File: src/design/gdw_pkg.sv
// Shared types and constants for the Gregorian date and weekday pipeline.
// No dependencies; every other file of the block imports this package.
`timescale 1ns / 1ps

package gdw_pkg;

   localparam int DAY_W       = 5;
   localparam int MONTH_W     = 4;
   localparam int YEAR_W      = 14;
   localparam int DAYS_W      = 22;
   localparam int DAYS_FULL_W = 23;
   localparam int WDAY_W      = 3;
   localparam int CENT_W      = 8;
   localparam int LEAPS_W     = 12;
   localparam int MSTART_W    = 9;

   localparam int REQ_DATA_W  = 24;
   localparam int RSP_DATA_W  = 32;
   localparam int RSP_USER_W  = 1;

   localparam int YEAR_LIMIT_DEFAULT = 9999;

   localparam logic [YEAR_W-1:0]  BASE_YEAR         = 14'd1900;
   localparam logic [LEAPS_W-1:0] LEAPS_BEFORE_BASE = 12'd460;
   localparam int DAYS_PER_YEAR = 365;
   localparam int CENT_DIV      = 100;

   // floor(y / 100) == (y * 5243) >> 19 for every 14-bit y.
   localparam int DIV100_W     = 13;
   localparam int DIV100_MUL   = 5243;
   localparam int DIV100_SHIFT = 19;

   typedef struct packed {
      logic [YEAR_W-1:0]  year;
      logic [MONTH_W-1:0] month;
      logic [DAY_W-1:0]   day;
   } date_type;

   typedef struct packed {
      logic                   ok;
      logic                   leap_adj;
      logic [DAYS_FULL_W-1:0] days_years;
      logic [LEAPS_W-1:0]     leaps;
      logic [MSTART_W-1:0]    mstart;
      logic [DAY_W-1:0]       day_off;
   } cal_type;

   typedef struct packed {
      logic                   ok;
      logic [DAYS_FULL_W-1:0] days;
   } sum_type;

endpackage

File: src/design/gdw_calendar.sv
// First two pipeline stages: century quotient, whole-year days, leap rule,
// range checks and month tables. Depends on gdw_pkg.
`timescale 1ns / 1ps

module gdw_calendar import gdw_pkg::*; #(
   parameter int YEAR_LIMIT = YEAR_LIMIT_DEFAULT
) (
   input  logic     clock,
   input  logic     reset,
   input  logic     in_valid,
   output logic     in_ready,
   input  date_type in_date,
   output logic     out_valid,
   input  logic     out_ready,
   output cal_type  out_cal
);

   localparam logic [MONTH_W-1:0] MONTH_JAN = 4'd1;
   localparam logic [MONTH_W-1:0] MONTH_FEB = 4'd2;
   localparam logic [MONTH_W-1:0] MONTH_DEC = 4'd12;

   function automatic logic [DAY_W-1:0] month_len(input logic [MONTH_W-1:0] m,
                                                  input logic leap);
      logic [DAY_W-1:0] len;
      unique case (m)
         4'd1, 4'd3, 4'd5, 4'd7, 4'd8, 4'd10, 4'd12: len = 5'd31;
         4'd4, 4'd6, 4'd9, 4'd11:                    len = 5'd30;
         4'd2:                                       len = leap ? 5'd29 : 5'd28;
         default:                                    len = 5'd0;
      endcase
      return len;
   endfunction

   function automatic logic [MSTART_W-1:0] month_start(input logic [MONTH_W-1:0] m);
      logic [MSTART_W-1:0] start;
      unique case (m)
         4'd1:    start = 9'd0;
         4'd2:    start = 9'd31;
         4'd3:    start = 9'd59;
         4'd4:    start = 9'd90;
         4'd5:    start = 9'd120;
         4'd6:    start = 9'd151;
         4'd7:    start = 9'd181;
         4'd8:    start = 9'd212;
         4'd9:    start = 9'd243;
         4'd10:   start = 9'd273;
         4'd11:   start = 9'd304;
         4'd12:   start = 9'd334;
         default: start = 9'd0;
      endcase
      return start;
   endfunction

   // Stage 1 registers.
   logic                          s1_valid_ff;
   date_type                      s1_date_ff;
   logic [CENT_W-1:0]             s1_cent_ff, s1_cent_in;
   logic [DAYS_FULL_W-1:0]        s1_years_ff, s1_years_in;
   logic                          s1_ready;
   logic [YEAR_W+DIV100_W-1:0]    prod100;
   logic [YEAR_W-1:0]             year_off;

   // Stage 2 registers.
   logic                          s2_valid_ff;
   cal_type                       s2_cal_ff, s2_cal_in;
   logic                          s2_ready;

   // Stage 2 logic.
   logic [YEAR_W-1:0]             cent_hund;
   logic [YEAR_W-1:0]             rem100;
   logic                          cent_edge;
   logic                          leap;
   logic [YEAR_W-1:0]             year_prev;
   logic [CENT_W-1:0]             cent_prev;
   logic                          year_ok, month_ok, day_ok;
   logic [DAY_W-1:0]              mlen;

   assign s1_ready = !s1_valid_ff || s2_ready;
   assign s2_ready = !s2_valid_ff || out_ready;
   assign in_ready = s1_ready;

   assign prod100     = (YEAR_W+DIV100_W)'(in_date.year) * (YEAR_W+DIV100_W)'(DIV100_MUL);
   assign s1_cent_in  = prod100[DIV100_SHIFT +: CENT_W];
   assign year_off    = in_date.year - BASE_YEAR;
   assign s1_years_in = DAYS_FULL_W'(year_off) * DAYS_FULL_W'(DAYS_PER_YEAR);

   always_ff @(posedge clock) begin
      if (reset) begin
         s1_valid_ff <= 1'b0;
      end else if (s1_ready) begin
         s1_valid_ff <= in_valid;
      end
      if (s1_ready && in_valid) begin
         s1_date_ff  <= in_date;
         s1_cent_ff  <= s1_cent_in;
         s1_years_ff <= s1_years_in;
      end
   end

   always_comb begin
      cent_hund = YEAR_W'(s1_cent_ff) * YEAR_W'(CENT_DIV);
      rem100    = s1_date_ff.year - cent_hund;
      cent_edge = (rem100 == '0);
      // A century year is a leap year only when its century count is a multiple of four.
      leap      = (s1_date_ff.year[1:0] == 2'b00) &&
                  (!cent_edge || (s1_cent_ff[1:0] == 2'b00));
      year_prev = s1_date_ff.year - YEAR_W'(1);
      cent_prev = s1_cent_ff - CENT_W'(cent_edge);

      year_ok  = (s1_date_ff.year >= BASE_YEAR) && (int'(s1_date_ff.year) <= YEAR_LIMIT);
      month_ok = (s1_date_ff.month >= MONTH_JAN) && (s1_date_ff.month <= MONTH_DEC);
      mlen     = month_len(s1_date_ff.month, leap);
      day_ok   = (s1_date_ff.day != '0) && (s1_date_ff.day <= mlen);

      s2_cal_in = '0;
      if (year_ok && month_ok && day_ok) begin
         s2_cal_in.ok         = 1'b1;
         s2_cal_in.leap_adj   = leap && (s1_date_ff.month > MONTH_FEB);
         s2_cal_in.days_years = s1_years_ff;
         s2_cal_in.leaps      = LEAPS_W'(year_prev >> 2) - LEAPS_W'(cent_prev)
                              + LEAPS_W'(cent_prev >> 2) - LEAPS_BEFORE_BASE;
         s2_cal_in.mstart     = month_start(s1_date_ff.month);
         s2_cal_in.day_off    = s1_date_ff.day - DAY_W'(1);
      end
   end

   always_ff @(posedge clock) begin
      if (reset) begin
         s2_valid_ff <= 1'b0;
      end else if (s2_ready) begin
         s2_valid_ff <= s1_valid_ff;
      end
      if (s2_ready && s1_valid_ff) begin
         s2_cal_ff <= s2_cal_in;
      end
   end

   assign out_valid = s2_valid_ff;
   assign out_cal   = s2_cal_ff;

endmodule

File: src/design/gdw_day_sum.sv
// Third pipeline stage: adds the parts of the day count since the base date.
// Depends on gdw_pkg.
`timescale 1ns / 1ps

module gdw_day_sum import gdw_pkg::*; (
   input  logic    clock,
   input  logic    reset,
   input  logic    in_valid,
   output logic    in_ready,
   input  cal_type in_cal,
   output logic    out_valid,
   input  logic    out_ready,
   output sum_type out_sum
);

   logic    valid_ff;
   sum_type sum_ff, sum_in;

   assign in_ready = !valid_ff || out_ready;

   // Invalid dates arrive with every part zero, so the sum is zero too.
   always_comb begin
      sum_in.ok   = in_cal.ok;
      sum_in.days = in_cal.days_years
                  + DAYS_FULL_W'(in_cal.leaps)
                  + DAYS_FULL_W'(in_cal.mstart)
                  + DAYS_FULL_W'(in_cal.leap_adj)
                  + DAYS_FULL_W'(in_cal.day_off);
   end

   always_ff @(posedge clock) begin
      if (reset) begin
         valid_ff <= 1'b0;
      end else if (in_ready) begin
         valid_ff <= in_valid;
      end
      if (in_ready && in_valid) begin
         sum_ff <= sum_in;
      end
   end

   assign out_valid = valid_ff;
   assign out_sum   = sum_ff;

endmodule

File: src/design/gdw_weekday.sv
// Last pipeline stage and output register: day count modulo seven and the
// result fields. Depends on gdw_pkg.
`timescale 1ns / 1ps

module gdw_weekday import gdw_pkg::*; (
   input  logic              clock,
   input  logic              reset,
   input  logic              in_valid,
   output logic              in_ready,
   input  sum_type           in_sum,
   output logic              out_valid,
   input  logic              out_ready,
   output logic              out_date_valid,
   output logic [DAYS_W-1:0] out_days,
   output logic [WDAY_W-1:0] out_weekday
);

   localparam int DIGITS = (DAYS_FULL_W + 2) / 3;
   localparam int DSUM_W = $clog2(DIGITS * 7 + 1);

   logic                    valid_ff;
   logic                    date_valid_ff;
   logic [DAYS_W-1:0]       days_ff;
   logic [WDAY_W-1:0]       weekday_ff, weekday_in;
   logic [DIGITS*3-1:0]     padded;
   logic [DSUM_W-1:0]       dsum;
   logic [3:0]              fold_a;
   logic [2:0]              fold_b;

   assign in_ready = !valid_ff || out_ready;

   // Since 8 == 1 mod 7, the octal digit sum keeps the residue; two folds
   // bring it to 0..7, and 7 stands for 0.
   always_comb begin
      padded = (DIGITS*3)'(in_sum.days);
      dsum   = '0;
      for (int i = 0; i < DIGITS; i++) begin
         dsum = dsum + DSUM_W'(padded[3*i +: 3]);
      end
      fold_a     = 4'(dsum[DSUM_W-1:3]) + 4'(dsum[2:0]);
      fold_b     = 3'(fold_a[3]) + fold_a[2:0];
      weekday_in = (fold_b == 3'd7) ? '0 : fold_b;
   end

   always_ff @(posedge clock) begin
      if (reset) begin
         valid_ff <= 1'b0;
      end else if (in_ready) begin
         valid_ff <= in_valid;
      end
      if (in_ready && in_valid) begin
         date_valid_ff <= in_sum.ok;
         days_ff       <= in_sum.days[DAYS_W-1:0];
         weekday_ff    <= weekday_in;
      end
   end

   assign out_valid      = valid_ff;
   assign out_date_valid = date_valid_ff;
   assign out_days       = days_ff;
   assign out_weekday    = weekday_ff;

endmodule

File: src/design/gregorian_date_weekday.sv
// Top level of the Gregorian date check and weekday pipeline.
// Depends on gdw_pkg, gdw_calendar, gdw_day_sum and gdw_weekday.
//
//   Channel  Direction  Item contents
//   req_     in         day_of_month, month_number, year_number
//   rsp_     out        date_valid, days_since_base, weekday
//
// One item enters per cycle unless every stage is full behind a stalled result;
// each result passes through the four register stages (century quotient, leap
// rule and checks, day sum, modulo seven), the first of which loads at the
// accepting edge. Reset clears only the stage valid bits; no memory needs
// clearing. Each stage holds its item while the next one is full, so bubbles
// close up and a stalled result never blocks empty stages.
`timescale 1ns / 1ps

module gregorian_date_weekday import gdw_pkg::*; #(
   parameter int YEAR_LIMIT = YEAR_LIMIT_DEFAULT
) (
   input  logic                  clock,
   input  logic                  reset,
   input  logic                  req_tvalid,
   output logic                  req_tready,
   // [4:0] day_of_month, [8:5] month_number, [22:9] year_number, [23] zero
   input  logic [REQ_DATA_W-1:0] req_tdata,
   output logic                  rsp_tvalid,
   input  logic                  rsp_tready,
   // [21:0] days_since_base, [24:22] weekday, [31:25] zero
   output logic [RSP_DATA_W-1:0] rsp_tdata,
   // [0] date_valid
   output logic [RSP_USER_W-1:0] rsp_tuser
);

   date_type          req_date;
   logic              cal_valid, cal_ready;
   cal_type           cal;
   logic              sum_valid, sum_ready;
   sum_type           sum;
   logic              date_valid;
   logic [DAYS_W-1:0] days;
   logic [WDAY_W-1:0] weekday;

   assign req_date = date_type'(req_tdata[$bits(date_type)-1:0]);

   gdw_calendar #(
      .YEAR_LIMIT (YEAR_LIMIT)
   ) u_calendar (
      .clock     (clock),
      .reset     (reset),
      .in_valid  (req_tvalid),
      .in_ready  (req_tready),
      .in_date   (req_date),
      .out_valid (cal_valid),
      .out_ready (cal_ready),
      .out_cal   (cal)
   );

   gdw_day_sum u_day_sum (
      .clock     (clock),
      .reset     (reset),
      .in_valid  (cal_valid),
      .in_ready  (cal_ready),
      .in_cal    (cal),
      .out_valid (sum_valid),
      .out_ready (sum_ready),
      .out_sum   (sum)
   );

   gdw_weekday u_weekday (
      .clock          (clock),
      .reset          (reset),
      .in_valid       (sum_valid),
      .in_ready       (sum_ready),
      .in_sum         (sum),
      .out_valid      (rsp_tvalid),
      .out_ready      (rsp_tready),
      .out_date_valid (date_valid),
      .out_days       (days),
      .out_weekday    (weekday)
   );

   assign rsp_tdata = {(RSP_DATA_W-DAYS_W-WDAY_W)'(0), weekday, days};
   assign rsp_tuser = RSP_USER_W'(date_valid);

endmodule

File: config.mk
export PLATFORM = sky130hd
export DESIGN_NAME = gregorian_date_weekday
export DESIGN_NICKNAME = d
export VERILOG_FILES = /design/src/design/gdw_pkg.sv /design/src/design/gdw_calendar.sv /design/src/design/gdw_day_sum.sv /design/src/design/gdw_weekday.sv /design/src/design/gregorian_date_weekday.sv
export SDC_FILE = /design/constraint.sdc
export NUM_CORES = 1
export LEC_CHECK = 0
export ABC_CLOCK_PERIOD_IN_PS = 7500
export BUFFER_PORTS_ARGS = -buffer_cell sky130_fd_sc_hd__buf_2
export CORE_ASPECT_RATIO = 0.75
export CORE_UTILIZATION = 54
export DETAILED_ROUTE_END_ITERATION = 8
export PLACE_DENSITY = 0.74
export SKIP_LAST_GASP = 1
export SLEW_MARGIN = 20
export SYNTH_ARGS = -nofsm -noshare
export SYNTH_HDL_FRONTEND = slang
export SYNTH_SLANG_ARGS = --single-unit
File: constraint.sdc
create_clock -name clock -period 7.5 [get_ports clock]
set_input_delay 1.5 -clock clock [delete_from_list [all_inputs] [get_ports clock]]
set_output_delay 1.5 -clock clock [all_outputs]
set_load 0.005 [all_outputs]
-- Yosys cells after proc, flatten, opt, wreduce, memory -nomap -nowiden
Memory sizes are Yosys's and may differ from the RTL's. A register that Yosys moved wholly into a read port is not among the register bits.
Cells that the tools add are included.
- bits in read-only memories: 144
- input port bits: 28
- register bits: 159
- memories: 1
- word-level logic and storage cells: 95
- output and inout bits: 35
- memories (name ; depth ; bits a word ; read ports ; clocked after memory_dff ; write ports ; line ; text):
    (no name shown) ; 16 ; 9 ; 1 ; 1 ; 0 ; gdw_calendar.sv:36 ; unique case (m)
- add/subtract/negate cells: 21
- multiply operators: 3
- equality and inequality tests: 13
- reduce and logical (&&, ||, !) cells: 27
- mux-type cells: 4
- $lt $le $gt $ge: 6
- operators with widths (kind ; number):
    $mux W51 ; 1
    $add A6 B3 Y6 ; 5
    $mul A14 B13 Y27 const B ; 1
    $add A23 B1 Y23 ; 1
    $add A23 B12 Y23 ; 1
    $add A23 B5 Y23 ; 1
    $add A23 B9 Y23 ; 1
    $mul A14 B9 Y23 const B ; 1
    $eq A4 B4 Y1 const B ; 5
    $eq A4 B3 Y1 const B ; 4
    $pmux W5 S3 ; 1
    $ge A14 B11 Y1 const B ; 1
    $le A14 B14 Y1 const B ; 1
    $logic_not A14 Y1 ; 1
    $sub A14 B1 Y14 const B ; 1
    $sub A14 B11 Y14 const B ; 1
    $sub A14 B14 Y14 ; 1
    $add A12 B6 Y12 ; 1
    $mul A8 B5 Y12 const B ; 1
    $sub A12 B8 Y12 ; 1
    $sub A12 B9 Y12 const B ; 1
    $logic_and A1 B1 Y1 ; 11
    $add A3 B3 Y4 ; 2
    $eq A4 B2 Y1 const B ; 2
    other kinds (18) ; 27

-- Depth between registers and ports, before layout
- depth after elaboration: 12
- depth in mapped cells: 34
- depth with buffers taken out: 34

-- Hierarchy
A second synthesis with hierarchy kept.
- cells, all modules: 1413
- area, all modules: 15762.6 um2
- modules (own cells, without submodules) (module ; instances ; seq. area each (um2) ; area each (um2) ; cells an instance):
    gdw_calendar ; 1 ; 3313.2 ; 12049.1 ; 1095
    gdw_day_sum ; 1 ; 740.7 ; 2165.8 ; 214
    gdw_weekday ; 1 ; 800.8 ; 1491.4 ; 96
    gregorian_date_weekday ; 1 ; 0.0 ; 56.3 ; 8

-- Worst setup path after synthesis
No wires, ideal clock.
- path kind: flip-flop to flip-flop
- start point: register u_calendar.s1_cent_ff[2]
- end point: register u_calendar.s2_cal_ff (netlist bit u_calendar.out_cal[25]), data pin
- cell stages (with the launch flop): 32
- library setup time: 0.266 ns
- data required time: 7.234 ns
- arrival: 6.958 ns
- clock period less this slack: 7.224 ns
- setup slack: 0.276 ns
- path buffers: 0
- cell sequence: edfxtp_1 -> inv_1 -> ha_1 -> ha_1 -> fa_1 -> ha_1 -> nor2b_1 -> o21ai_0 -> nand2b_1 -> xnor2_1 -> ha_1 -> xor2_1 -> o41a_1 -> a2111oi_0 -> nor2b_1 -> ha_1 -> nor2b_1 -> nand2_1 -> xnor2_1 -> inv_1 -> ha_1 -> fa_1 -> inv_1 -> fa_1 -> a21o_1 -> a21o_1 -> a21o_1 -> a21oi_1 -> o21ai_0 -> a31oi_1 -> xnor2_1 -> nor2_1
- longest elaborated chain between the ends: 11
- elaborated cells on any way between the ends: 15
- those cells by class: add/sub: 5; mul: 1; order compare: 1; mux: 2; reduce/logical: 6
- RTL lines (what ; line ; text):
    start, declared ; gdw_calendar.sv:57 ; logic [CENT_W-1:0] s1_cent_ff, s1_cent_in;
    start signal, assigned ; gdw_calendar.sv:95 ; s1_cent_ff <= s1_cent_in;
    parallel branches: the longest is 11 deep, another holds $sub A14 B14 Y14 ; - ;
    end signal, assigned ; gdw_calendar.sv:134 ; s2_cal_ff <= s2_cal_in;
    end, declared ; gdw_calendar.sv:65 ; cal_type s2_cal_ff, s2_cal_in;
Several ways; the timed one is not identified.
A chain may end at the register's enable or synchronous reset.

-- Final worst setup path
Same ends and word-level chain as after synthesis.

==> metrics.txt <==
# TYPE chip_impl_metric gauge
chip_impl_metric{name="placement.cell_area",unit="mm2"} 0.0166
chip_impl_metric{name="synth_xor_xnor_area_share",unit=""} 0.0515
chip_impl_metric{name="finalInstanceArea",unit="mm2"} 0.0173
chip_impl_info{name="reg2reg_start",value="u_calendar.s1_cent_ff[2]"} 1
chip_impl_metric{name="yosys_warnings",unit=""} 0
chip_impl_metric{name="timing.final.crit_share",unit=""} 0.961
chip_impl_info{name="synth_top_family_by_area",value="adder cells"} 1
chip_impl_metric{name="globalRouteTotalUtil",unit=""} 0.216
chip_impl_metric{name="synth_async_sr_flop_share",unit=""} 0
chip_impl_metric{name="final.setup_skew",unit="ps"} 10.0
chip_impl_info{name="path_type_of_the_worst_setup_path",value="register to register"} 1
chip_impl_info{name="holdCritPathClass",value="register to register"} 1
chip_impl_metric{name="finalSetupViolations",unit=""} 0
chip_impl_metric{name="ys_ff_latch",unit=""} 166
chip_impl_metric{name="cts_made_buffers",unit=""} 17
chip_impl_metric{name="synth.area.mux_share",unit=""} 0.00352
chip_impl_metric{name="fmax",unit="MHz"} 139
chip_impl_metric{name="antenna-diode-count",unit=""} 0
chip_impl_info{name="synth-main-ff-cell",value="sky130_fd_sc_hd__edfxtp_1"} 1
chip_impl_metric{name="final_core_utilization",unit=""} 0.612
chip_impl_metric{name="synth.lib_cells_used.distinct",unit=""} 61
chip_impl_metric{name="synth_compound_area_frac",unit=""} 0.0795
chip_impl_metric{name="floorplan.initialDensity",unit=""} 0.554
chip_impl_metric{name="timing_worst_slew_pin_value",unit="ps"} 894
chip_impl_metric{name="antenna_left",unit=""} 0
chip_impl_metric{name="seq_area_frac_synth",unit=""} 0.310
chip_impl_metric{name="route.detailed.wl_per_inst",unit="um"} 15.8
chip_impl_metric{name="post-layout-total-power",unit="mW"} 8.35
chip_impl_metric{name="die_area",unit="mm2"} 0.0297
chip_impl_metric{name="setup_slack",unit="ps"} 295
chip_impl_metric{name="timing.reg2reg.worst_path_depth",unit=""} 33
chip_impl_metric{name="numPortBuffers",unit=""} 54
chip_impl_metric{name="area_delta_synth_final",unit="%"} 10.4
chip_impl_metric{name="synthAdderAreaFrac",unit=""} 0.411
chip_impl_metric{name="pre_cts_ws",unit="ps"} -228
chip_impl_metric{name="detail_route.first_pass.iterations",unit=""} 4
chip_impl_metric{name="global_route.overflow_total",unit=""} 0
chip_impl_metric{name="max-vdd-ir-drop",unit="mV"} 0.481
chip_impl_metric{name="timing.hold.worst_path_depth",unit=""} 0
chip_impl_metric{name="final.min_clock_period",unit="ps"} 7210
chip_impl_metric{name="finalHoldWorstSlack",unit="ps"} 417
chip_impl_info{name="critPathCaptureType",value="register"} 1
chip_impl_metric{name="pwr_dens",unit="mW/mm2"} 483
chip_impl_metric{name="initialDrtViolationCount",unit=""} 490
chip_impl_metric{name="cts_max_level",unit=""} 4
chip_impl_metric{name="pin_count",unit=""} 63
chip_impl_metric{name="dp_hpwl",unit="um"} 24600
chip_impl_metric{name="leakage_power_total",unit="nW"} 8.25
chip_impl_metric{name="via_count",unit=""} 10000
chip_impl_info{name="critPathSlowestCell",value="sky130_fd_sc_hd__fa_1"} 1
chip_impl_metric{name="post_detailed_routing_wire_length",unit="um"} 29900
chip_impl_metric{name="finalWeightedCongestion",unit=""} 0.896
chip_impl_info{name="timing.hold.worst_endpoint",value="u_day_sum.out_sum[23]"} 1
chip_impl_metric{name="floorplan.rows",unit=""} 53
chip_impl_metric{name="max_slew_margin",unit=""} 0.404
chip_impl_metric{name="first_global_vias",unit=""} 10100
chip_impl_metric{name="post-route-drc-count",unit=""} 0
chip_impl_metric{name="antenna_violations_before_repair",unit=""} 0
chip_impl_info{name="start_kind",value="register"} 1
chip_impl_metric{name="route.detailed.vias_per_inst",unit=""} 5.29
chip_impl_info{name="crit_path_frequent_cell",value="sky130_fd_sc_hd__ha_1"} 1
chip_impl_metric{name="layout.nets",unit=""} 1948
chip_impl_metric{name="design.core.area",unit="mm2"} 0.0282
chip_impl_metric{name="final_max_slew_viol_count",unit=""} 0
chip_impl_metric{name="peak_per_stage_delay_on_the_critical_path",unit="ps"} 550
chip_impl_metric{name="path_clk_slew",unit="ps"} 80
chip_impl_metric{name="cap_violations",unit=""} 0
chip_impl_info{name="cts_tree",value="yes"} 1
chip_impl_metric{name="crit_fanout",unit=""} 3
chip_impl_metric{name="cts_num_sinks",unit=""} 166
chip_impl_metric{name="cell_area_after_technology_mapping",unit="mm2"} 0.0157
chip_impl_metric{name="synth_enable_flop_cells",unit=""} 153
chip_impl_metric{name="required_time_reported_for_the_critical_path_endpoint",unit="ps"} 7690
chip_impl_metric{name="rrSetupSlack",unit="ps"} 290
chip_impl_info{name="final_cell_mix",value="sky130_fd_sc_hd__ha_1, sky130_fd_sc_hd__inv_1, sky130_fd_sc_hd__edfxtp_1"} 1
chip_impl_info{name="rr_endpoint",value="u_calendar.out_cal[25]"} 1
chip_impl_metric{name="timing.critical_path.arrival",unit="ps"} 7400
chip_impl_metric{name="hold_violations",unit=""} 0
chip_impl_metric{name="die_height",unit="um"} 149
chip_impl_info{name="layout.cells.most_common",value="sky130_fd_sc_hd__ha_1"} 1
chip_impl_metric{name="pin_count_of_the_biggest_net_entering_global_routing",unit=""} 53
chip_impl_metric{name="number_of_standard_cells_after_synthesis",unit=""} 1397
chip_impl_metric{name="insertion_delay",unit="ps"} 440
chip_impl_metric{name="synth_area_per_cell",unit="um2"} 11.2
chip_impl_metric{name="first_pass_grt_wire_length",unit="um"} 50000
chip_impl_info{name="hold_path_startpoint",value="u_calendar.out_cal[50]"} 1
chip_impl_metric{name="post_synth_and_or_nand_nor_area_fraction",unit=""} 0.0757
chip_impl_metric{name="clock_tree.buffer_depth",unit=""} 2
chip_impl_metric{name="fp.dieW",unit="um"} 199
chip_impl_info{name="outcome",value="finished, final reports clean"} 1
chip_impl_metric{name="final_layout_size_suffix_gt1_frac",unit=""} 0.103
chip_impl_info{name="root_buffer_master",value="sky130_fd_sc_hd__clkbuf_16"} 1
==> state kept, by name (all words and copies together) (netlist names), named ones only <==
signal	cells
u_calendar.s1_date_ff	21
u_weekday.out_date_valid	1
u_calendar.out_valid	1
u_calendar.s1_valid_ff	1
u_day_sum.out_valid	1
u_calendar.s1_years_ff	23
u_calendar.s1_cent_ff	8
u_day_sum.out_sum	24
u_weekday.out_days	22
u_weekday.out_weekday	3
u_calendar.out_cal	51
u_weekday.out_valid	1
==> metrics by stage <==
stage / TNS [ps] / std cells
floorplan: 0 / 1403
global placement: 0 / 1858
detailed placement: -420 / 1858
CTS: 0 / 1890
global route: -85.6 / 1893
finish: 0 / 1893
==> worst max-delay path, delay by kind of cell (launching register included) <==
kind,cells,cell delay (ps)
compound gates,11,1860
xor+xnor,4,670
flops,1,420
buf+inv,3,310
fa+ha+maj,9,2910
simple gates,6,760
==> per-layer routing <==
layer,GRT usage,part of all wire,up-vias
li1,-,-,4902
met1,0.318,0.49,4917
met2,0.329,0.45,171
met3,0.0403,0.047,25
met4,0.0485,0.013,0
met5,0,0,-
==> cells in the mapped netlist (all sizes together) (7+ instances only) <==
master  count  area share
buf         7      0.0034
nand2b      7      0.0028
nand3      17      0.0054
nor2       63       0.015
a21o       25       0.012
and2       36       0.014
xor2       28       0.016
dfxtp      13       0.017
a21boi      9      0.0046
xnor2      64       0.036
o211ai      8      0.0038
fa        148        0.19
a31oi      11      0.0044
inv       267       0.064
a21oi      52       0.017
edfxtp    153        0.29
nor2b      12      0.0048
clkbuf      7      0.0017
nand2      52       0.012
o21ai      32       0.010
ha        277        0.22
nor3       24      0.0077
o21a        9      0.0043
==> power breakdown <==
part           total [mW]  internal [mW]  switching, mW
sequential           1.48           1.40         0.0756
combinational        6.01           2.78           3.23
clock               0.862          0.446          0.417
total                8.35           4.63           3.72
==> worst max path at each step <==
stage                              from  slack [ps]                endpoint  cells past startpoint
2_1_floorplan  u_calendar.s1_cent_ff[2]         280  u_calendar.out_cal[25]                     31
3_3_place_gp   u_calendar.s1_cent_ff[2]         0.9  u_calendar.out_cal[25]                     31
3_5_place_dp   u_calendar.s1_cent_ff[2]        -230  u_calendar.out_cal[25]                     31
4_1_cts        u_calendar.s1_cent_ff[2]           5  u_calendar.out_cal[25]                     31
5_1_grt        u_calendar.s1_cent_ff[2]         -80  u_calendar.out_cal[25]                     33
6_report       u_calendar.s1_cent_ff[2]         290  u_calendar.out_cal[25]                     33
==> layout make-up <==
type / count / area (um2)
clock buffer: 17 / 425
clock inverter: 15 / 158
fill: 2266 / 11000
inverter: 267 / 1000
multi-input combinational: 956 / 9850
sequential: 166 / 4850
tap: 385 / 482
timing repair buffer: 87 / 518
==> timing repair <==
item	in CTS	in global routing
pin swaps	1	10
gates resized for setup	6	17
hold buffers	0	0
setup endpoints to repair	4	5
hold endpoints to repair	0	0
buffers inserted	0	3
==> cell families (layout without fill, tap and decap cells) <==
kind of cell    Yosys count  count (layout)
flops                   166             166
buf+inv                 281             386
compound gates          188             188
other cells               1               7
fa+ha+maj               425             425
xor+xnor                 92              92
simple gates            239             239
mux                       5               5
(Power assumes the default switching activity.)
